### src/eta_pkg.sv
// ----------------------------------------------------------------------------
// eta_pkg
// Shared types, widths, codes and the ease table builder for the animator.
// ----------------------------------------------------------------------------
package eta_pkg;

    // Field widths
    localparam int REQ_W      = 2;
    localparam int TIME_W     = 32;
    localparam int DELTA_W    = 16;
    localparam int VALUE_W    = 24;
    localparam int FRAME_W    = 8;
    localparam int PROG_W     = 17;
    localparam int SPEED_W    = 11;
    localparam int CNT_W      = 9;
    localparam int INTV_W     = 16;
    localparam int EASE_W     = 16;

    // Stream packing
    localparam int S_TDATA_W  = 48;
    localparam int S_TUSER_W  = 2;
    localparam int M_TDATA_W  = 56;

    // Configuration port
    localparam int CFG_IDX_W  = 3;
    localparam int CFG_DATA_W = 24;

    localparam logic [CFG_IDX_W-1:0] CFG_FRAME_MODE  = 3'd0;
    localparam logic [CFG_IDX_W-1:0] CFG_LOOP_ENABLE = 3'd1;
    localparam logic [CFG_IDX_W-1:0] CFG_SPEED       = 3'd2;
    localparam logic [CFG_IDX_W-1:0] CFG_START_VALUE = 3'd3;
    localparam logic [CFG_IDX_W-1:0] CFG_END_VALUE   = 3'd4;
    localparam logic [CFG_IDX_W-1:0] CFG_FRAME_COUNT = 3'd5;
    localparam logic [CFG_IDX_W-1:0] CFG_FRAME_INTV  = 3'd6;

    // Request codes
    localparam logic [REQ_W-1:0] REQ_TICK   = 2'd0;
    localparam logic [REQ_W-1:0] REQ_TOGGLE = 2'd1;
    localparam logic [REQ_W-1:0] REQ_RESET  = 2'd2;

    // Register reset values
    localparam logic [SPEED_W-1:0] SPEED_RST = 11'd256;
    localparam logic [CNT_W-1:0]   COUNT_RST = 9'd8;
    localparam logic [INTV_W-1:0]  INTV_RST  = 16'd125;

    // Parameter defaults
    localparam int DEF_EASE_TABLE_DEPTH = 256;
    localparam int DEF_MAX_FRAMES       = 256;

    // Fixed point constants
    localparam logic [PROG_W-1:0] PROG_ONE    = 17'h10000;
    localparam longint            HALF_PI_Q30 = 64'sd1686629713;
    // floor(2^38 / 125): progress step divide by 1000 after the x256 shift
    localparam logic [31:0]       RECIP_125   = 32'd2199023255;
    localparam int                RECIP_SHIFT = 38;
    localparam logic [6:0]        DIV_125     = 7'd125;

    typedef enum logic [4:0] {
        ST_IDLE,
        ST_DECODE,
        ST_FR_MUL,
        ST_FR_CHECK,
        ST_FR_DIV,
        ST_FR_COMMIT,
        ST_TW_MUL1,
        ST_TW_MUL2,
        ST_TW_CORR1,
        ST_TW_CORR2,
        ST_EW_POS,
        ST_EW_RDLO,
        ST_EW_RDHI,
        ST_EW_INTERP,
        ST_EW_WEIGHT,
        ST_VL_MUL,
        ST_VL_SUM,
        ST_PUBLISH
    } state_t;

    typedef struct packed {
        logic load_in;
        logic toggle;
        logic clear;
        logic fr_mul;
        logic div_start;
        logic div_step;
        logic fr_commit;
        logic tw_mul1;
        logic tw_mul2;
        logic tw_corr1;
        logic tw_corr2;
        logic ew_pos;
        logic rd_lo;
        logic rd_hi;
        logic ew_interp;
        logic ew_weight;
        logic vl_mul;
        logic vl_sum;
        logic publish;
    } cmd_t;

    typedef struct packed {
        logic [REQ_W-1:0] req;
        logic             playing;
        logic             frame_mode;
        logic             advance;
        logic             div_last;
    } status_t;

    // Ease of an angle a (Q30 radians, up to pi/4): sine series squared, Q0.16
    function automatic longint ease_low(longint a);
        longint a2;
        longint a3;
        longint a5;
        longint a7;
        longint s;
        longint s2;
        a2 = (a * a) >>> 30;
        a3 = (a2 * a) >>> 30;
        a5 = (a3 * a2) >>> 30;
        a7 = (a5 * a2) >>> 30;
        s  = a - a3 / 6 + a5 / 120 - a7 / 5040;
        if (s < 0) begin
            s = 0;
        end
        s2 = (s * s) >>> 30;
        return (s2 + 8192) >>> 14;
    endfunction

endpackage

### src/eta_ctrl.sv
// ----------------------------------------------------------------------------
// eta_ctrl
// Sequencer: steps one item through the datapath and owns the stream flags.
// ----------------------------------------------------------------------------
module eta_ctrl
    import eta_pkg::*;
(
    input  logic    aclk,
    input  logic    aresetn,
    input  logic    s_tvalid,
    output logic    s_tready,
    output logic    m_tvalid,
    input  logic    m_tready,
    input  status_t status,
    output cmd_t    cmd
);

    state_t state_reg;
    state_t state_next;
    logic   m_tvalid_reg;
    logic   m_tvalid_next;
    logic   out_free;

    assign out_free = !m_tvalid_reg || m_tready;
    assign s_tready = (state_reg == ST_IDLE);
    assign m_tvalid = m_tvalid_reg;

    always_ff @(posedge aclk) begin
        if (!aresetn) begin
            state_reg    <= ST_IDLE;
            m_tvalid_reg <= 1'b0;
        end else begin
            state_reg    <= state_next;
            m_tvalid_reg <= m_tvalid_next;
        end
    end

    // next state
    always_comb begin
        state_next = state_reg;
        unique case (state_reg)
            ST_IDLE: begin
                if (s_tvalid) begin
                    state_next = ST_DECODE;
                end
            end
            ST_DECODE: begin
                if (status.req == REQ_TICK && status.playing) begin
                    state_next = status.frame_mode ? ST_FR_MUL : ST_TW_MUL1;
                end else begin
                    state_next = ST_PUBLISH;
                end
            end
            ST_FR_MUL:    state_next = ST_FR_CHECK;
            ST_FR_CHECK:  state_next = status.advance ? ST_FR_DIV : ST_PUBLISH;
            ST_FR_DIV: begin
                if (status.div_last) begin
                    state_next = ST_FR_COMMIT;
                end
            end
            ST_FR_COMMIT: state_next = ST_PUBLISH;
            ST_TW_MUL1:   state_next = ST_TW_MUL2;
            ST_TW_MUL2:   state_next = ST_TW_CORR1;
            ST_TW_CORR1:  state_next = ST_TW_CORR2;
            ST_TW_CORR2:  state_next = ST_EW_POS;
            ST_EW_POS:    state_next = ST_EW_RDLO;
            ST_EW_RDLO:   state_next = ST_EW_RDHI;
            ST_EW_RDHI:   state_next = ST_EW_INTERP;
            ST_EW_INTERP: state_next = ST_EW_WEIGHT;
            ST_EW_WEIGHT: state_next = ST_VL_MUL;
            ST_VL_MUL:    state_next = ST_VL_SUM;
            ST_VL_SUM:    state_next = ST_PUBLISH;
            ST_PUBLISH: begin
                if (out_free) begin
                    state_next = ST_IDLE;
                end
            end
            default:      state_next = ST_IDLE;
        endcase
    end

    // commands
    always_comb begin
        cmd = '0;
        unique case (state_reg)
            ST_IDLE:      cmd.load_in = s_tvalid;
            ST_DECODE: begin
                cmd.toggle = (status.req == REQ_TOGGLE);
                cmd.clear  = (status.req == REQ_RESET);
            end
            ST_FR_MUL:    cmd.fr_mul = 1'b1;
            ST_FR_CHECK:  cmd.div_start = 1'b1;
            ST_FR_DIV:    cmd.div_step = 1'b1;
            ST_FR_COMMIT: cmd.fr_commit = 1'b1;
            ST_TW_MUL1:   cmd.tw_mul1 = 1'b1;
            ST_TW_MUL2:   cmd.tw_mul2 = 1'b1;
            ST_TW_CORR1:  cmd.tw_corr1 = 1'b1;
            ST_TW_CORR2:  cmd.tw_corr2 = 1'b1;
            ST_EW_POS:    cmd.ew_pos = 1'b1;
            ST_EW_RDLO:   cmd.rd_lo = 1'b1;
            ST_EW_RDHI:   cmd.rd_hi = 1'b1;
            ST_EW_INTERP: cmd.ew_interp = 1'b1;
            ST_EW_WEIGHT: cmd.ew_weight = 1'b1;
            ST_VL_MUL:    cmd.vl_mul = 1'b1;
            ST_VL_SUM:    cmd.vl_sum = 1'b1;
            ST_PUBLISH:   cmd.publish = out_free;
            default:      cmd = '0;
        endcase
    end

    always_comb begin
        if (cmd.publish) begin
            m_tvalid_next = 1'b1;
        end else if (m_tready) begin
            m_tvalid_next = 1'b0;
        end else begin
            m_tvalid_next = m_tvalid_reg;
        end
    end

endmodule

### config.mk
export PLATFORM = sky130hd
export DESIGN_NAME = eta_ctrl
export DESIGN_NICKNAME = d
export VERILOG_FILES = /design/src/eta_pkg.sv /design/src/eta_ctrl.sv
export SDC_FILE = /design/constraint.sdc
export NUM_CORES = 1
export LEC_CHECK = 0
export ABC_AREA = 1
export BUFFER_PORTS_ARGS = -buffer_cell sky130_fd_sc_hd__buf_4
export CAP_MARGIN = 20
export CORE_MARGIN = 4
export CORE_UTILIZATION = 38
export CTS_CLUSTER_SIZE = 14
export DETAILED_ROUTE_END_ITERATION = 6
export GPL_TIMING_DRIVEN = 0
export MAX_ROUTING_LAYER = met4
export PLACE_DENSITY = 0.74
export RECOVER_POWER = 50
export SYNTH_ARGS = -nofsm -noshare
export SYNTH_HDL_FRONTEND = slang
export SYNTH_SLANG_ARGS = --single-unit
export TNS_END_PERCENT = 100
### constraint.sdc
create_clock -name aclk -period 1.41 [get_ports aclk]
set_input_delay 0.2115 -clock aclk [delete_from_list [all_inputs] [get_ports aclk]]
set_output_delay 0.2115 -clock aclk [all_outputs]
set_load 0.005 [all_outputs]
* Yosys cells after proc, flatten, opt, wreduce, memory -nomap -nowiden
Index checks and enable logic that the tools add are counted. Widths: inputs -> output; s select.
Word-level totals: flip-flop bits (word level) 6, input bits 10, output and inout bits 21
Cells by class: equality and inequality tests 22, multiplexer cells 27, reduce and logical (&&, ||, !) cells 8
Operator list (number):
- $pmux 5 s17 | 1
- $eq 5x4->1 const B | 8
- $mux 5 | 5
- $eq 5x3->1 const B | 4
- $mux 1 | 19
- $eq 5x2->1 const B | 2
- $eq 5x5->1 const B | 2
- $ne 2x2->1 const B | 3
- $eq 5x1->1 const B | 1
- $logic_not 5->1 | 1
- $mux 3 | 1
- $reduce_and 3->1 | 1
- $eq 2x1->1 const B | 1
- $eq 2x2->1 const B | 1
- $logic_not 2->1 | 1
- $mux 2 | 1
- $reduce_bool 2->1 | 1
- $reduce_or 2->1 | 1
- $logic_and 1x1->1 | 1
- $logic_not 1->1 | 1
- $logic_or 1x1->1 | 1

* Longest topological paths before layout
Gate-level depths: netlist of run 1.
word-level depth 4, gate-level depth with buffers 9, depth with buffers taken out 9

* Least setup slack after synthesis of run 1
OpenSTA, ideal clock, no wires.
path type flip-flop to flip-flop, from register state_reg[0], to register state_reg[0], data arrival time 1.068 ns, required time 1.290 ns, path slack 0.222 ns, stages on the path, launching flop included 9, period minus slack after synthesis 1.188 ns, cells stage by stage dfxtp_1 nor2_1 nand2_1 nor2_1 nand2_1 nand2_1 nor2_1 nand2_1 a21oi_1
Between the ends: longest elaborated chain between the ends 3, elaborated cells between the ends (all ways) 24
Ends and longest elaborated chain:
- start, declared | RTL line eta_ctrl.sv:18 | state_t state_reg;
- start signal, assigned | RTL line eta_ctrl.sv:33 | state_reg <= state_next;
- $logic_not 5->1 *
- via s_tready | RTL line eta_ctrl.sv:11 | output logic s_tready,
- $ne 2x2->1 (no source line)
- $reduce_and 3->1 (no source line)
Mark *: on every way through the listed nets, which the timed path passes. The rest lies on a longest branch. A chain may end at the register's enable or synchronous reset.

==> summary.txt, run 1 <==
Slew @ Worst Pin: 0.253 ns
Core Box Area: 1330 sq um
WHS: 0.273 ns
Clock sink count: 6
Crit path buf inv count: 2
Cts bufs inserted: 3
I/O Buffers: 30
Setup ws final: -0.0462 ns
Max frequency: 687 MHz
RD Place Congestion: 0.841
Vias: 847
Initial Utilization: 0.416
CP Data Arrival Time: 1.24 ns
Max-cap violations: 0
Mapped Area: 554 sq um
Vias in the first global route: 723
Slowest CP cell: dfxtp_4
Drt pass-1 iters: 4
Post-Synthesis Cells: 106
Critical Setup Path Class: reg2out
# rows: 13
Final worst path period need: 1.46 ns
RSZ-0062 raised after global routing: true
Drt via density: 5.29
Setup Viol. Count Final: 4
CP cell instances: inv_4, nor2_2, nand2_2, nor2_2, buf_4
Slew headroom: 0.830
Area Growth Syn to Fin: 77.0%
Failing checks: setup timing
Worst Hold Class: in2reg
Max Clock Skew: 0.00293 ns
Layout cells sized above 1: 0.490
Die Ht: 46.2 um
Critical path capture point type: primary output
Peak supply drop: 0.000734 V
Mux cell area share after synthesis: 0
Post-route clock period utilization: 1.03
Detailed-route wire length per cell: 13.3 um
Final Hold Vio Count: 0
Initial antenna violation count: 0
Simple-Gate Fraction of Synth Area: 0.499
Largest net degree at the start of global routing: 9
Nets: 157
Static leakage: 0.000517 uW
Area of placed instances: 798 sq um
Clk slew on worst S/H paths: 0.04 ns
#FFs+latches synth: 6
Post-route setup TNS: -0.0947 ns
First-pass GRT wire length: 3050 um
Syn avg cell area: 5.23 sq um
Post-Synth Adder-Cell Area: 0
Hold Crit Depth: 4
# DRC: 0
Final wirelength: 2130 um
Compound-Gate Fraction of Synth Area: 0.102
Fin. max-slew vios: 0
Main combinational cell family by area after synthesis: simple AND/OR/NAND/NOR gates
Io pins: 31
Status: finished with violations
Ys Warns: 0
Pwr/cell area: 943 nW/um^2
Clock root buffer: clkbuf_4
Startpoint types: flop
Dpl hpwl: 1450 um
Clock Tree Buf Depth: 2
Design area: 981 sq um
Sequential-to-total area share from yosys stat: 0.217
Antenna cells: 0
Cell depth of the worst flop-to-flop path: 11
Overall global routing resource usage: 0.203
CP required: 1.20 ns
Synthesized Nets: 116
Fill count: 109
Synth Area in XOR/XNOR: 0
Hold-fix buffers, CTS: 0
Crit-path most repeated cell: nor2_2
H-tree levels: 1
Grt total ovfl: 0
Synth unique cells: 15
Die area: 2130 sq um
Max reg flops: 5
CP top delay family: simple AND/OR/NAND/NOR gates
Clock Latency Late Sink: 0.23 ns
Routed Antenna Nets: 0
CP max stage delay: 0.39 ns
WP depth: 5
DR iter-0 viols: 21
CP Max Fanout: 4
TritonCTS clock tree: built
Chip Width: 46.2 um
[per-stage QoR]
step / util / cells / total power [uW] / setup slack [ns]
floorplan: - / 106 / 446 / 0.222
global placement: 0.598 / 151 / 577 / 0.0500
detailed placement: 0.598 / 151 / 584 / 0.0131
CTS: 0.683 / 158 / 836 / -0.0157
global route: 0.735 / 160 / 987 / -0.115
finish: 0.735 / 160 / 925 / -0.0462
[final timing paths]
kind | start | endpoint | slack [ns]
hold reg to reg | m_tvalid | m_tvalid | 0.56
hold / removal | m_tready | m_tvalid | 0.27
setup reg to reg | state_reg[1] | state_reg[0] | 0.05
setup / recovery | state_reg[1] | cmd[11] | -0.05
[where the power goes]
part           internal, uW  total, uW  switching, uW  leakage, uW
sequential              199        258           59.8    0.0000525
clock                  95.5        147           51.1    0.0000138
combinational           238        520            282     0.000451
total                   532        925            393     0.000517
[cell usage after synthesis]
library cell | count | area share
a21oi_1 | 8 | 0.072
nor2_1 | 26 | 0.18
inv_1 | 24 | 0.16
a31oi_1 | 1 | 0.011
buf_4 | 1 | 0.014
nand2_1 | 13 | 0.088
o21ai_1 | 1 | 0.0090
dfxtp_1 | 6 | 0.22
o21ai_0 | 1 | 0.0090
nor3_1 | 8 | 0.072
nor2_2 | 1 | 0.011
nand3_1 | 12 | 0.11
nor2_4 | 1 | 0.020
inv_2 | 1 | 0.0068
nand4_1 | 2 | 0.023
[layer usage]
layer,vias up,share of wire,global-route usage
li1,414,-,-
met4,0,0.016,0.0511
met5,-,0,-
met1,388,0.38,0.236
met2,39,0.54,0.363
met3,6,0.061,0.0234
[cell usage in the layout, fill, tap and decap left out, types with 4 or more instances in the layout]
| master | instances |
|---|---|
| nand2_2 | 4 |
| inv_1 | 22 |
| a21oi_1 | 8 |
| buf_4 | 34 |
| clkbuf_4 | 4 |
| nand3_1 | 8 |
| nor2_2 | 9 |
| nand2_1 | 9 |
| nor2_1 | 16 |
| dfxtp_4 | 5 |
| nor3_1 | 5 |
[kinds of logic (layout without fill, tap and decap cells)]
kind of cell | after synthesis | in the layout
buffers and inverters | 26 | 65
AO/OA/AOI/OAI | 11 | 11
flip-flops | 6 | 6
AND/OR/NAND/NOR | 63 | 63
[tightest hold or removal path: cells and delay by family]
kind                   cells  cell delay, ns
buffers and inverters      2            0.13
AO/OA/AOI/OAI              1            0.06
AND/OR/NAND/NOR            1            0.04
[layout make-up]
| class | instances | area [sq um] | share of cell area |
|---|---|---|---|
| sequential | 6 | 139 | 0.142 |
| timing repair buffer | 36 | 274 | 0.279 |
| clock buffer | 3 | 22.5 | 0.0230 |
| multi-input combinational | 74 | 420 | 0.429 |
| timing repair inverter | 1 | 7.51 | 0.00765 |
| tap | 15 | 18.8 | 0.0191 |
| inverter | 25 | 98.8 | 0.101 |
[timing repair]
action                     4_1_cts  5_1_grt
buffers inserted                 3        3
pin swaps                        3        5
gates resized for setup         23       18
setup endpoints to repair       18       23
cloned                           1        0
(Power assumes the default switching activity.)
==> inputs of run 2 (changes only) <==
CAP_MARGIN = unset   (was 20)
CTS_BUF_LIST = sky130_fd_sc_hd__clkbuf_2   (was unset)
==> run 2 against run 1 <==
  * The run still ends with setup timing left
  * Setup slack better by 0.017 ns
  * Die area stayed put
  * Flip-flop and latch count stayed put
  * First-iteration DRC count is 29% higher
  * Cell count is 1.3% higher
  * Clock power is 26% lower
  * Non-clock buffer count is 2 higher
  * Combinational power is 4.6% higher
  * Maximum frequency is 1.2% higher
  * Count of clock-buffer cells in the layout stayed put
  * Hold slack better by 0.044 ns
  * Largest power group unchanged
==> summary.txt, run 2 (synthesis results as in run 1) <==
Hold-fix buffers, CTS: 0 (unchanged)
Setup ws final: -0.0292 ns (+0.0170 ns)
WHS: 0.317 ns (+0.0442 ns)
Peak supply drop: 0.000566 V (-23%)
Startpoint types: flop
TritonCTS clock tree: built
CP required: 1.20 ns (about the same)
Max frequency: 695 MHz (+1.2%)
CP Data Arrival Time: 1.23 ns (about the same)
Post-route clock period utilization: 1.02 (-0.0120)
Finished Layout Cells: 162 (+1.3%)
Die Ht: 46.2 um (unchanged)
# DRC: 0 (unchanged)
Core Box Area: 1330 sq um (unchanged)
Hold Crit Depth: 4 (unchanged)
Commonest non-fill, non-tap cell in the layout: buf_4
Area of placed instances: 798 sq um (unchanged)
RD Place Congestion: 0.841 (unchanged)
Final worst path period need: 1.44 ns (-0.0170 ns)
# rows: 13 (unchanged)
Max reg flops: 5 (unchanged)
CP Max Fanout: 5 (+1)
Hold endpoint: m_tvalid
Clock sink count: 6 (unchanged)
Failing checks: setup timing
Slew headroom: 0.833 (+0.00282)
Initial Utilization: 0.416 (unchanged)
Fin. max-slew vios: 0 (unchanged)
Cts bufs inserted: 3 (unchanged)
Worst Hold Class: in2reg
Commonest non-fill, non-tap cells in the layout: buf_4, inv_1, nor2_1, nand3_1
Post-route setup TNS: -0.0311 ns (+0.0635 ns)
Area Growth Syn to Fin: 85.6%
Die area: 2130 sq um (unchanged)
Setup Viol. Count Final: 2 (-2)
Reg-to-Reg Start: state_reg[1]
Design area: 1030 sq um (+4.8%)
Routed Antenna Nets: 0 (unchanged)
Slew @ Worst Pin: 0.248 ns (-0.00420 ns)
Worst hold path startpoint: m_tready
Clk slew on worst S/H paths: 0.06 ns (+0.02 ns)
Status: finished with violations
Nets: 159 (+1.3%)
Vias in the first global route: 716 (-0.97%)
Grt total ovfl: 0 (unchanged)
Overall global routing resource usage: 0.198 (-0.00423)
First-pass GRT wire length: 2990 um (-2.0%)
Vias: 828 (-2.2%)
Cell depth of the worst flop-to-flop path: 11 (unchanged)
Final total power: 927 uW (+0.21%)
Clock Tree Buf Depth: 2 (unchanged)
Final wirelength: 2200 um (+3.0%)
Max Clock Skew: 0.00416 ns (+0.00123 ns)
H-tree levels: 1 (unchanged)
Dpl hpwl: 1450 um (unchanged)
Placed Cells: 151 (unchanged)
Max-cap violations: 0 (unchanged)
Clock root buffer: clkbuf_2
I/O Buffers: 30 (unchanged)
Pwr/cell area: 901 nW/um^2 (-4.4%)
Worst R2R End: state_reg[0]
Antenna cells: 0 (unchanged)
Layout cells sized above 1: 0.517 (+0.0274)
Clock Latency Late Sink: 0.20 ns (-0.03 ns)
Io pins: 31 (unchanged)
Final Hold Vio Count: 0 (unchanged)
Detailed-route wire length per cell: 13.6 um (+1.7%)
R2r setup slk: 0 ns (-0.05 ns)
Largest net degree at the start of global routing: 9 (unchanged)
Critical path capture point type: primary output
Drt via density: 5.11 (-3.5%)
Critical Setup Path Class: reg2out
Static leakage: 0.000533 uW (+3.0%)
Chip Width: 46.2 um (unchanged)
RSZ-0062 raised after global routing: true
Fill count: 99 (-9.2%)
DR iter-0 viols: 27 (+29%)
Initial antenna violation count: 0 (unchanged)
Drt pass-1 iters: 4 (unchanged)
==> run 2: final cells by class <==
class	instances	area [sq um]	area share
repair inverters	1	7.51	0.00730
inverters	25	98.8	0.0961
flip-flops and latches	6	139	0.135
repair buffers	38	300	0.292
clock buffers	3	15.0	0.0146
well taps	15	18.8	0.0182
multi-input cells	74	449	0.437
==> run 2: critical path, cell delays in order, from the launching register on <==
cell and delay [ns]:
dfxtp_4 0.37, nor2_4 0.18, buf_6 0.14, nand2_4 0.06, nor3_4 0.16, buf_4 0.13
==> run 2: layer usage <==
layer,vias to the layer above,share of wire,track usage
met1,373,0.38,0.226
met5,-,0,-
met3,4,0.053,0.0234
met2,31,0.55,0.363
li1,420,-,-
met4,0,0.013,0.0455
==> run 2: worst max path at each step <==
stage	end	slack [ns]	depth (start not counted)	start
after CTS	cmd[12]	0.005	7	state_reg[1]
after detailed placement	cmd[17]	0.01	6	state_reg[1]
final	cmd[18]	-0.03	5	state_reg[2]
after floorplan	state_reg[0]	0.22	8	state_reg[0]
after global routing	cmd[18]	-0.09	5	state_reg[2]
after global placement	cmd[17]	0.05	6	state_reg[1]
==> run 2: stage by stage <==
step | worst slack (ns) | utilization
floorplan | 0.222 | -
global placement | 0.0500 | 0.598
detailed placement | 0.0131 | 0.598
CTS | 0.00489 | 0.673
global route | -0.0912 | 0.771
finish | -0.0292 | 0.771
==> run 2: what timing repair did <==
item,CTS,global route
resized for setup,19,34
setup buffers,4,4
endpoints found under the hold margin,0,0
setup endpoints to repair,17,20
gates cloned,1,0
pin swaps,2,5
==> run 2: power by group <==
group	internal, uW	switching, uW
clock	57.6	51.6
combinational	248	296
sequential	198	75.2
