**src/eta_pkg.sv**
```systemverilog
// ----------------------------------------------------------------------------
// eta_pkg
// Shared types, widths, codes and the ease table builder for the animator.
// ----------------------------------------------------------------------------
package eta_pkg;

    // Field widths
    localparam int REQ_W      = 2;
    localparam int TIME_W     = 32;
    localparam int DELTA_W    = 16;
    localparam int VALUE_W    = 24;
    localparam int FRAME_W    = 8;
    localparam int PROG_W     = 17;
    localparam int SPEED_W    = 11;
    localparam int CNT_W      = 9;
    localparam int INTV_W     = 16;
    localparam int EASE_W     = 16;

    // Stream packing
    localparam int S_TDATA_W  = 48;
    localparam int S_TUSER_W  = 2;
    localparam int M_TDATA_W  = 56;

    // Configuration port
    localparam int CFG_IDX_W  = 3;
    localparam int CFG_DATA_W = 24;

    localparam logic [CFG_IDX_W-1:0] CFG_FRAME_MODE  = 3'd0;
    localparam logic [CFG_IDX_W-1:0] CFG_LOOP_ENABLE = 3'd1;
    localparam logic [CFG_IDX_W-1:0] CFG_SPEED       = 3'd2;
    localparam logic [CFG_IDX_W-1:0] CFG_START_VALUE = 3'd3;
    localparam logic [CFG_IDX_W-1:0] CFG_END_VALUE   = 3'd4;
    localparam logic [CFG_IDX_W-1:0] CFG_FRAME_COUNT = 3'd5;
    localparam logic [CFG_IDX_W-1:0] CFG_FRAME_INTV  = 3'd6;

    // Request codes
    localparam logic [REQ_W-1:0] REQ_TICK   = 2'd0;
    localparam logic [REQ_W-1:0] REQ_TOGGLE = 2'd1;
    localparam logic [REQ_W-1:0] REQ_RESET  = 2'd2;

    // Register reset values
    localparam logic [SPEED_W-1:0] SPEED_RST = 11'd256;
    localparam logic [CNT_W-1:0]   COUNT_RST = 9'd8;
    localparam logic [INTV_W-1:0]  INTV_RST  = 16'd125;

    // Parameter defaults
    localparam int DEF_EASE_TABLE_DEPTH = 256;
    localparam int DEF_MAX_FRAMES       = 256;

    // Fixed point constants
    localparam logic [PROG_W-1:0] PROG_ONE    = 17'h10000;
    localparam longint            HALF_PI_Q30 = 64'sd1686629713;
    // floor(2^38 / 125): progress step divide by 1000 after the x256 shift
    localparam logic [31:0]       RECIP_125   = 32'd2199023255;
    localparam int                RECIP_SHIFT = 38;
    localparam logic [6:0]        DIV_125     = 7'd125;

    typedef enum logic [4:0] {
        ST_IDLE,
        ST_DECODE,
        ST_FR_MUL,
        ST_FR_CHECK,
        ST_FR_DIV,
        ST_FR_COMMIT,
        ST_TW_MUL1,
        ST_TW_MUL2,
        ST_TW_CORR1,
        ST_TW_CORR2,
        ST_EW_POS,
        ST_EW_RDLO,
        ST_EW_RDHI,
        ST_EW_INTERP,
        ST_EW_WEIGHT,
        ST_VL_MUL,
        ST_VL_SUM,
        ST_PUBLISH
    } state_t;

    typedef struct packed {
        logic load_in;
        logic toggle;
        logic clear;
        logic fr_mul;
        logic div_start;
        logic div_step;
        logic fr_commit;
        logic tw_mul1;
        logic tw_mul2;
        logic tw_corr1;
        logic tw_corr2;
        logic ew_pos;
        logic rd_lo;
        logic rd_hi;
        logic ew_interp;
        logic ew_weight;
        logic vl_mul;
        logic vl_sum;
        logic publish;
    } cmd_t;

    typedef struct packed {
        logic [REQ_W-1:0] req;
        logic             playing;
        logic             frame_mode;
        logic             advance;
        logic             div_last;
    } status_t;

    // Ease of an angle a (Q30 radians, up to pi/4): sine series squared, Q0.16
    function automatic longint ease_low(longint a);
        longint a2;
        longint a3;
        longint a5;
        longint a7;
        longint s;
        longint s2;
        a2 = (a * a) >>> 30;
        a3 = (a2 * a) >>> 30;
        a5 = (a3 * a2) >>> 30;
        a7 = (a5 * a2) >>> 30;
        s  = a - a3 / 6 + a5 / 120 - a7 / 5040;
        if (s < 0) begin
            s = 0;
        end
        s2 = (s * s) >>> 30;
        return (s2 + 8192) >>> 14;
    endfunction

endpackage

```
**src/eta_datapath.sv**
```systemverilog
// ----------------------------------------------------------------------------
// eta_datapath
// Configuration, channel state, shared arithmetic and the result register.
// ----------------------------------------------------------------------------
module eta_datapath
    import eta_pkg::*;
#(
    parameter int EASE_TABLE_DEPTH = DEF_EASE_TABLE_DEPTH,
    parameter int MAX_FRAMES       = DEF_MAX_FRAMES
) (
    input  logic                  aclk,
    input  logic                  aresetn,
    input  logic                  cfg_wr_en,
    input  logic [CFG_IDX_W-1:0]  cfg_wr_index,
    input  logic [CFG_DATA_W-1:0] cfg_wr_data,
    input  logic [S_TDATA_W-1:0]  s_tdata,
    input  logic [S_TUSER_W-1:0]  s_tuser,
    output logic [M_TDATA_W-1:0]  m_tdata,
    input  cmd_t                  cmd,
    output status_t               status
);

    localparam int FIDX_W = $clog2(MAX_FRAMES);
    localparam int ND     = FIDX_W + 1;
    localparam int DCNT_W = $clog2(ND);
    localparam int AW     = (EASE_TABLE_DEPTH > 1) ? $clog2(EASE_TABLE_DEPTH) : 1;
    localparam int POS_W  = PROG_W + $clog2(EASE_TABLE_DEPTH + 1);
    localparam int IW     = POS_W - 16;
    localparam int FPR_W  = TIME_W + SPEED_W;
    localparam int TPR_W  = DELTA_W + SPEED_W;
    localparam int N_W    = TPR_W + 5;
    localparam int Q_W    = 2 * N_W - RECIP_SHIFT;
    localparam int SUM_W  = Q_W + 1;
    localparam int D_W    = VALUE_W + 1;
    localparam int X_W    = D_W + PROG_W + 1;
    localparam int V_W    = X_W - 16;

    // configuration
    logic                        frame_mode_reg;
    logic                        loop_reg;
    logic [SPEED_W-1:0]          speed_reg;
    logic [VALUE_W-1:0]          start_reg;
    logic [VALUE_W-1:0]          end_reg;
    logic [CNT_W-1:0]            count_reg;
    logic [INTV_W-1:0]           intv_reg;

    // channel state
    logic [PROG_W-1:0]           progress_reg;
    logic [PROG_W-1:0]           progress_next;
    logic [FIDX_W-1:0]           idx_reg;
    logic [FIDX_W-1:0]           idx_next;
    logic [TIME_W-1:0]           last_reg;
    logic [TIME_W-1:0]           last_next;
    logic                        play_reg;
    logic                        play_next;
    logic [VALUE_W-1:0]          value_reg;
    logic [VALUE_W-1:0]          value_next;

    // working registers
    logic [REQ_W-1:0]            req_reg;
    logic [TIME_W-1:0]           time_reg;
    logic [DELTA_W-1:0]          delta_reg;
    logic [FPR_W-1:0]            fprod_reg;
    logic [ND-1:0]               dvd_reg;
    logic [CNT_W:0]              rem_reg;
    logic [CNT_W-1:0]            div_reg;
    logic [DCNT_W-1:0]           dcnt_reg;
    logic [TPR_W-1:0]            tprod_reg;
    logic [Q_W-1:0]              q0_reg;
    logic                        rge_reg;
    logic signed [D_W-1:0]       d_reg;
    logic [IW-1:0]               i_reg;
    logic [15:0]                 f_reg;
    logic [EASE_W-1:0]           rom_q_reg;
    logic [EASE_W-1:0]           lo_reg;
    logic [2*PROG_W-1:0]         imul_reg;
    logic [PROG_W-1:0]           w_reg;
    logic signed [X_W-1:0]       x_reg;
    logic [M_TDATA_W-1:0]        m_tdata_reg;

    // combinational helpers
    logic [CNT_W-1:0]            count_eff;
    logic [TIME_W-1:0]           elapsed_val;
    logic [N_W-1:0]              n_val;
    logic [2*N_W-1:0]            rprod;
    logic [N_W:0]                q125;
    logic [N_W:0]                r_val;
    logic [SUM_W-1:0]            sum_val;
    logic [CNT_W:0]              rem_sh;
    logic [POS_W-1:0]            pos_val;
    logic [IW-1:0]               rd_idx;
    logic [AW-1:0]               rom_addr;
    logic [PROG_W-1:0]           hi_val;
    logic [PROG_W-1:0]           lo_ext;
    logic [PROG_W-1:0]           diff_val;
    logic signed [X_W-1:0]       x_rnd;
    logic signed [V_W-1:0]       q_val;

    // ease table, built at elaboration
    logic [EASE_W-1:0]           ease_rom [EASE_TABLE_DEPTH];

    for (genvar g = 0; g < EASE_TABLE_DEPTH; g++) begin : g_ease
        localparam bit     UPPER = (2 * g > EASE_TABLE_DEPTH);
        localparam longint K     = UPPER ? longint'(EASE_TABLE_DEPTH - g) : longint'(g);
        localparam longint A     = (K * HALF_PI_Q30) / EASE_TABLE_DEPTH;
        localparam longint E     = UPPER ? 65536 - ease_low(A) : ease_low(A);
        localparam longint EC    = (E > 65535) ? 65535 : E;
        assign ease_rom[g] = EASE_W'(EC);
    end

    // configuration writes
    always_ff @(posedge aclk) begin
        if (!aresetn) begin
            frame_mode_reg <= 1'b0;
            loop_reg       <= 1'b1;
            speed_reg      <= SPEED_RST;
            start_reg      <= '0;
            end_reg        <= '0;
            count_reg      <= COUNT_RST;
            intv_reg       <= INTV_RST;
        end else if (cfg_wr_en) begin
            unique case (cfg_wr_index)
                CFG_FRAME_MODE:  frame_mode_reg <= cfg_wr_data[0];
                CFG_LOOP_ENABLE: loop_reg       <= cfg_wr_data[0];
                CFG_SPEED:       speed_reg      <= cfg_wr_data[SPEED_W-1:0];
                CFG_START_VALUE: start_reg      <= cfg_wr_data[VALUE_W-1:0];
                CFG_END_VALUE:   end_reg        <= cfg_wr_data[VALUE_W-1:0];
                CFG_FRAME_COUNT: count_reg      <= cfg_wr_data[CNT_W-1:0];
                CFG_FRAME_INTV:  intv_reg       <= cfg_wr_data[INTV_W-1:0];
                default: ;
            endcase
        end
    end

    // clamp frame count to 1 .. MAX_FRAMES
    always_comb begin
        if (count_reg == '0) begin
            count_eff = CNT_W'(1);
        end else if (32'(count_reg) > 32'(MAX_FRAMES)) begin
            count_eff = CNT_W'(MAX_FRAMES);
        end else begin
            count_eff = count_reg;
        end
    end

    // elapsed time wraps with the millisecond clock
    assign elapsed_val = time_reg - last_reg;

    // tween step: floor(delta * speed * 256 / 1000) = floor(n / 125)
    assign n_val   = {tprod_reg, 5'b0};
    assign rprod   = (2*N_W)'(n_val) * (2*N_W)'(RECIP_125);
    assign q125    = (N_W+1)'(q0_reg) * (N_W+1)'(DIV_125);
    assign r_val   = {1'b0, n_val} - q125;
    assign sum_val = SUM_W'(progress_reg) + SUM_W'(q0_reg) + SUM_W'(rge_reg);

    // one restoring step of the frame remainder
    assign rem_sh  = {rem_reg[CNT_W-1:0], dvd_reg[ND-1]};

    assign pos_val = POS_W'(progress_reg) * POS_W'(EASE_TABLE_DEPTH);

    always_comb begin
        rd_idx = cmd.rd_hi ? i_reg + IW'(1) : i_reg;
        if (rd_idx < IW'(EASE_TABLE_DEPTH)) begin
            rom_addr = AW'(rd_idx);
        end else begin
            rom_addr = '0;
        end
    end

    assign lo_ext   = {1'b0, lo_reg};
    assign hi_val   = ((i_reg + IW'(1)) < IW'(EASE_TABLE_DEPTH)) ? {1'b0, rom_q_reg} : PROG_ONE;
    assign diff_val = (hi_val > lo_ext) ? hi_val - lo_ext : '0;

    // round half up, then floor by the arithmetic shift
    assign x_rnd = x_reg + X_W'(32768);
    assign q_val = V_W'(x_rnd >>> 16);

    // channel state update
    always_comb begin
        progress_next = progress_reg;
        idx_next      = idx_reg;
        last_next     = last_reg;
        play_next     = play_reg;
        value_next    = value_reg;
        if (cmd.toggle) begin
            play_next = !play_reg;
        end
        if (cmd.clear) begin
            progress_next = '0;
            idx_next      = '0;
        end
        if (cmd.fr_commit) begin
            idx_next  = FIDX_W'(rem_reg);
            last_next = time_reg;
            if (rem_reg == '0 && !loop_reg) begin
                play_next = 1'b0;
            end
        end
        if (cmd.tw_corr2) begin
            if (sum_val >= SUM_W'(PROG_ONE)) begin
                if (loop_reg) begin
                    progress_next = {1'b0, sum_val[15:0]};
                end else begin
                    progress_next = PROG_ONE;
                    play_next     = 1'b0;
                end
            end else begin
                progress_next = PROG_W'(sum_val);
            end
        end
        if (cmd.vl_sum) begin
            value_next = VALUE_W'(V_W'($signed(start_reg)) + q_val);
        end
    end

    always_ff @(posedge aclk) begin
        if (!aresetn) begin
            progress_reg <= '0;
            idx_reg      <= '0;
            last_reg     <= '0;
            play_reg     <= 1'b1;
            value_reg    <= '0;
        end else begin
            progress_reg <= progress_next;
            idx_reg      <= idx_next;
            last_reg     <= last_next;
            play_reg     <= play_next;
            value_reg    <= value_next;
        end
    end

    // arithmetic pipeline registers, each loaded only under its own commands
    always_ff @(posedge aclk) begin
        if (cmd.load_in) begin
            req_reg   <= s_tuser[REQ_W-1:0];
            time_reg  <= s_tdata[TIME_W-1:0];
            delta_reg <= s_tdata[TIME_W +: DELTA_W];
        end
        if (cmd.fr_mul) begin
            fprod_reg <= FPR_W'(elapsed_val) * FPR_W'(speed_reg);
        end
        if (cmd.div_start) begin
            dvd_reg  <= ND'(idx_reg) + ND'(1);
            rem_reg  <= '0;
            div_reg  <= count_eff;
            dcnt_reg <= DCNT_W'(ND - 1);
        end
        if (cmd.div_step) begin
            dvd_reg  <= {dvd_reg[ND-2:0], 1'b0};
            rem_reg  <= (rem_sh >= {1'b0, div_reg}) ? rem_sh - {1'b0, div_reg} : rem_sh;
            dcnt_reg <= dcnt_reg - DCNT_W'(1);
        end
        if (cmd.tw_mul1) begin
            tprod_reg <= TPR_W'(delta_reg) * TPR_W'(speed_reg);
            d_reg     <= D_W'($signed(end_reg)) - D_W'($signed(start_reg));
        end
        if (cmd.tw_mul2) begin
            q0_reg <= rprod[2*N_W-1:RECIP_SHIFT];
        end
        if (cmd.tw_corr1) begin
            rge_reg <= (r_val >= (N_W+1)'(DIV_125));
        end
        if (cmd.ew_pos) begin
            i_reg <= pos_val[POS_W-1:16];
            f_reg <= pos_val[15:0];
        end
        if (cmd.rd_lo || cmd.rd_hi) begin
            rom_q_reg <= ease_rom[rom_addr];
        end
        if (cmd.rd_hi) begin
            lo_reg <= rom_q_reg;
        end
        if (cmd.ew_interp) begin
            imul_reg <= (2*PROG_W)'(diff_val) * (2*PROG_W)'(f_reg);
        end
        if (cmd.ew_weight) begin
            if (i_reg >= IW'(EASE_TABLE_DEPTH)) begin
                w_reg <= PROG_ONE;
            end else begin
                w_reg <= lo_ext + PROG_W'(imul_reg >> 16);
            end
        end
        if (cmd.vl_mul) begin
            x_reg <= X_W'(d_reg) * X_W'($signed({1'b0, w_reg}));
        end
        if (cmd.publish) begin
            m_tdata_reg <= M_TDATA_W'({progress_next, play_next,
                                       FRAME_W'({{FRAME_W{1'b0}}, idx_next}),
                                       value_next});
        end
    end

    assign m_tdata = m_tdata_reg;

    assign status.req        = req_reg;
    assign status.playing    = play_reg;
    assign status.frame_mode = frame_mode_reg;
    assign status.advance    = (speed_reg != '0) &&
                               (fprod_reg >= FPR_W'({intv_reg, 8'b0}));
    assign status.div_last   = (dcnt_reg == '0);

endmodule

```
**config.mk**
```make
export PLATFORM = sky130hd
export DESIGN_NAME = eta_datapath
export DESIGN_NICKNAME = d
export VERILOG_FILES = /design/src/eta_pkg.sv /design/src/eta_datapath.sv
export SDC_FILE = /design/constraint.sdc
export NUM_CORES = 2
export LEC_CHECK = 0
export BUFFER_PORTS_ARGS = -buffer_cell sky130_fd_sc_hd__buf_2
export CORE_MARGIN = 4
export CORE_UTILIZATION = 63
export DETAILED_ROUTE_END_ITERATION = 12
export PLACE_DENSITY_LB_ADDON = 0.12
export SYNTH_ARGS = -nofsm -noshare
export SYNTH_HDL_FRONTEND = slang
export SYNTH_SLANG_ARGS = --single-unit
```
**constraint.sdc**
```tcl
create_clock -name aclk -period 18.6 [get_ports aclk]
set_clock_uncertainty 0.15 [all_clocks]
set_input_delay 2.79 -clock aclk [delete_from_list [all_inputs] [get_ports aclk]]
set_output_delay 2.79 -clock aclk [all_outputs]
set_load 0.02 [all_outputs]
```
Yosys cells after proc, flatten, opt, wreduce, memory -nomap -nowiden --
Memory sizes are Yosys's and may differ from the RTL's. A register that Yosys moved wholly into a read port is not among the register bits. Index checks and enable logic that the tools add are counted.
Cells by class: add/sub/neg operators 13, multiply operators 6, order comparisons 9, eq/ne operators 6, multiplexer cells 25, bitwise operators 1, reductions and logical operators 19
Operators with widths (number):
- two-way mux 17 bit | 6
- multiplier 27 x 32 -> 59 bit, second input constant | 1
- >= comparator 43 x 24 -> 1 bit | 1
- multiplier 32 x 11 -> 43 bit | 1
- adder 40 x 17 -> 40 bit, second input constant | 1
- multiplier 25 x 18 -> 40 bit | 1
- two-way mux 10 bit | 4
- >= comparator 33 x 7 -> 1 bit, second input constant | 1
- multiplier 26 x 7 -> 33 bit, second input constant | 1
- subtractor 32 x 33 -> 33 bit | 1
- subtractor 32 bit | 1
- adder 17 x 26 -> 27 bit | 1
- adder 27 x 1 -> 27 bit | 1
- >= comparator 27 x 17 -> 1 bit, second input constant | 1
- multiplier 16 x 11 -> 27 bit | 1
- two-way mux 9 bit | 3
- multiplier 17 x 8 -> 25 bit | 1
- subtractor 24 x 24 -> 25 bit | 1
- adder 24 bit | 1
- two-way mux 24 bit | 1
- two-way mux 8 bit | 3
- < comparator 10 x 9 -> 1 bit, second input constant | 2
- adder 16 x 17 -> 17 bit | 1
- > comparator 17 x 16 -> 1 bit | 1
- 25 further kinds | 42
Word-level totals: flip-flop bits (word level) 537, ROM bits 4096, bits of input ports 99, output and inout bits 62, memories kept 1
Memory list:
- (no name shown) | words 256, width 16, read ports 1, clocked after memory_dff 1, wr ports 0, RTL line eta_datapath.sv:268 | rom_q_reg <= ease_rom[rom_addr];

Depth between registers and ports, before layout --
depth after elaboration 7, gate-level depth with buffers 37, depth with buffers taken out 36

Worst setup path after synthesis --
OpenSTA, ideal clock, no wires.
path type register to register, from reg time_reg[0], to reg fprod_reg[35] (data pin), library setup time 0.258 ns, arrival 7.598 ns, required time 18.192 ns, setup slack 10.594 ns, cell stages (with the launch flop) 34, period minus slack after synthesis 8.006 ns, cell sequence edfxtp_1 -> inv_1 -> ha_1 -> inv_1 -> fa_1 -> a21o_1 -> a21oi_1 -> o21ai_1 -> and2_1 -> o21ai_0 -> nor2b_1 -> o21a_1 -> o21a_1 -> o21a_1 -> o31a_1 -> clkbuf_1 -> nand2_1 -> fa_1 -> fa_1 -> fa_1 -> fa_1 -> fa_1 -> inv_1 -> ha_1 -> a211o_1 -> a21oi_1 -> a21oi_1 -> o211ai_1 -> nand3_1 -> o311a_1 -> or3_1 -> a21o_1 -> a21oi_1 -> xnor2_1
Between the ends: cells in the longest elaborated chain, start to end 2
Ends and longest elaborated chain:
- start: declaration | RTL line eta_datapath.sv:61 | logic [TIME_W-1:0] time_reg;
- start signal: assignment | RTL line eta_datapath.sv:236 | time_reg <= s_tdata[TIME_W-1:0];
- subtractor 32 bit | RTL line eta_datapath.sv:147 | assign elapsed_val = time_reg - last_reg;
- multiplier 32 x 11 -> 43 bit | RTL line eta_datapath.sv:240 | fprod_reg <= FPR_W'(elapsed_val) * FPR_W'(speed_reg);
- end signal: assignment | RTL line eta_datapath.sv:240
- end: declaration | RTL line eta_datapath.sv:63 | logic [FPR_W-1:0] fprod_reg;
Every way passes these cells. A chain may end at the register's enable or synchronous reset.

Worst setup path after layout --
from reg time_reg[0], to reg fprod_reg[42] (data pin)
Same word-level chain as after synthesis.

==> flow_metrics.tcl <==
set metrics [dict create \
    outcome "finished, final reports clean" \
    hp-class "reg2reg" \
    cts_root_buffer "clkbuf_16" \
    crit_type "reg2reg" \
    yosysSeqAreaShare 0.175 \
    drv_slew 0 \
    cts_buffers 68 \
    syn_area_per_cell_sq_um 9.38 \
    cp_slowest_stage_delay_ns 0.55 \
    synth_edf_count 361 \
    syn2layout_area_growth_pct 5.69 \
    drt_first_pass_iters 6 \
    synth_top_area_cell "fa_1" \
    remaining_drc_errors 0 \
    synth_area_leaders "fa_1, edfxtp_1, ha_1" \
    fin_crit_sh 0.500 \
    drt_iter0_drc 4994 \
    synth_ff_type "edfxtp_1" \
    synthSimpleGateAreaFrac 0.143 \
    synthArstFlopShare 0 \
    required_ns 18.86 \
    finalSetupTns_ns 0 \
    ioPinCount 161 \
    worst_path_most_repeated_cell "fa_1" \
    finalCriticalPeriod_ns 9.31 \
    dieHeight_um 367 \
    rows 131 \
    cap_violations 0 \
    synth_top_area_share 0.319 \
    clock-sinks 530 \
    relSlewSlack 0.0828 \
    final_antenna_net_count 0 \
    nets 10868 \
    yosysUniqueCellTypes 95 \
    largest_reg_flops 50 \
    muxShareOfSynthArea 0.00726 \
    cts_setup_buffers 0 \
    ys_ff_latch 530 \
    clockBufferDepth 3 \
    dpl.hpwl_mm 178 \
    grt-ovfl-total 0 \
    synth_compound_area_frac 0.101 \
    dieArea_sq_um 135000 \
    finalHoldViolations 0 \
    synthTopCellsByCount "inv_1, fa_1, nand2_1" \
    coreArea_sq_um 128000 \
    crit_slowest_cell "fa_1" \
    ctsResizeCount 0 \
    synth_top_family_by_area "adder cells" \
    synth_xor_area_frac 0.0304 \
    fmax_mhz 107 \
    r2r_setup_slack_ns 9.29 \
    synth_most_common_cell "inv_1" \
    synth_area_sq_um 81200 \
    ys_warn_count 0 \
    setup_violations 0 \
    htreeDepth 3 \
    synth-adder-area-share 0.452 \
    rsz0062_at_grt "no" \
    grt_max_degree 88 \
    crit_arrival_ns 9.57 \
    gp_congestion 0.989 \
    post_drt_wl_per_cell_um 22.1 \
    track_usage 0.345 \
    cts_tree "built" \
    cp_max_fo 11 \
    initial_core_util 0.635 \
    port_buffers 154 \
    tightestPinTransition_ns 1.37 \
    grt_pass1_vias 64273 \
    wl_mm 229 \
    clk_latency_ns 0.67 \
    cp-end-kind "register" \
    cts_hold_buf 0 \
    dieWidth_um 367 \
    cp-start-kind "register" \
    vias_per_cell 5.97 \
    grt_pass1_wl_mm 364 \
    drive_above_1_share 0.0507 \
    clkSlewWorstSetupHoldPaths_ns 0.06 \
    synth_cells 8654 \
    antenna_found_initial 33 \
    nFillCells 10315 \
    num_vias 61713 \
]
[per-stage QoR]
step	std cells	utilization	area, sq um	hold slack, ns	worst slack, ns
floorplan	8659	-	81200	0.267	10.59
global placement	10204	0.653	83400	0.278	9.63
finish	10341	0.671	85800	0.296	9.29
CTS	10328	0.671	85800	0.297	9.42
detailed placement	10204	0.653	83400	0.287	9.45
global route	10335	0.671	85800	0.307	8.80
[per-layer routing]
layer | up-vias | global-route usage | part of all wire
met1 | 30819 | 0.471 | 0.41
li1 | 27718 | - | -
met4 | 28 | 0.113 | 0.035
met2 | 2657 | 0.542 | 0.46
met3 | 491 | 0.0912 | 0.10
met5 | - | 0 | 0.00074
[cells in the final DEF (no fill, tap or decap), drive strengths merged, types with 93 or more instances in the layout]
| cell type | Yosys | final |
|---|---|---|
| inv | 1597 | 1607 |
| fa | 1294 | 1294 |
| nand2 | 1030 | 1030 |
| ha | 863 | 863 |
| and2 | 441 | 441 |
| edfxtp | 361 | 361 |
| nor2 | 319 | 319 |
| a21oi | 316 | 316 |
| o21ai | 257 | 257 |
| buf | 37 | 235 |
| xnor2 | 203 | 203 |
| dfxtp | 169 | 169 |
| nor3 | 166 | 166 |
| nand3 | 119 | 119 |
| a21o | 103 | 103 |
| nor2b | 97 | 97 |
| a21boi | 93 | 93 |
[worst paths after layout]
kind | from | end | cells past startpoint
worst min register to register | rom_q_reg[9] | lo_reg[9] | 0
worst min-delay path | rom_q_reg[9] | lo_reg[9] | 0
worst max-delay path | time_reg[0] | fprod_reg[42] | 34
worst max register to register | time_reg[0] | fprod_reg[42] | 34
[critical path: cells and delay by family (launching register included)]
| family | cells | cell delay (ns) |
|---|---|---|
| adder cells (fa/ha/maj) | 8 | 3.33 |
| buffers and inverters | 4 | 0.23 |
| AO/OA/AOI/OAI | 17 | 4.24 |
| XOR/XNOR | 1 | 0.08 |
| flip-flops | 1 | 0.38 |
| AND/OR/NAND/NOR | 4 | 0.63 |
[logic make-up after synthesis]
group | count (synthesis)
simple gates | 2434
fa+ha+maj | 2157
buf+inv | 1950
compound gates | 1243
flops | 530
xor+xnor | 282
mux | 57
other cells | 1
[area by class of cell]
class,instances,area [sq um],area share
antenna,13,32.5,0.000379
timing repair buffer,235,1380,0.0161
tap,1662,2080,0.0242
clock inverter,36,390,0.00455
inverter,1598,6000,0.0699
clock buffer,88,1990,0.0231
sequential,530,14200,0.166
multi-input combinational,6179,59700,0.696
Power is not shown: default switching activity piles up to over one toggle a cycle in this logic, so the estimate is an artifact.
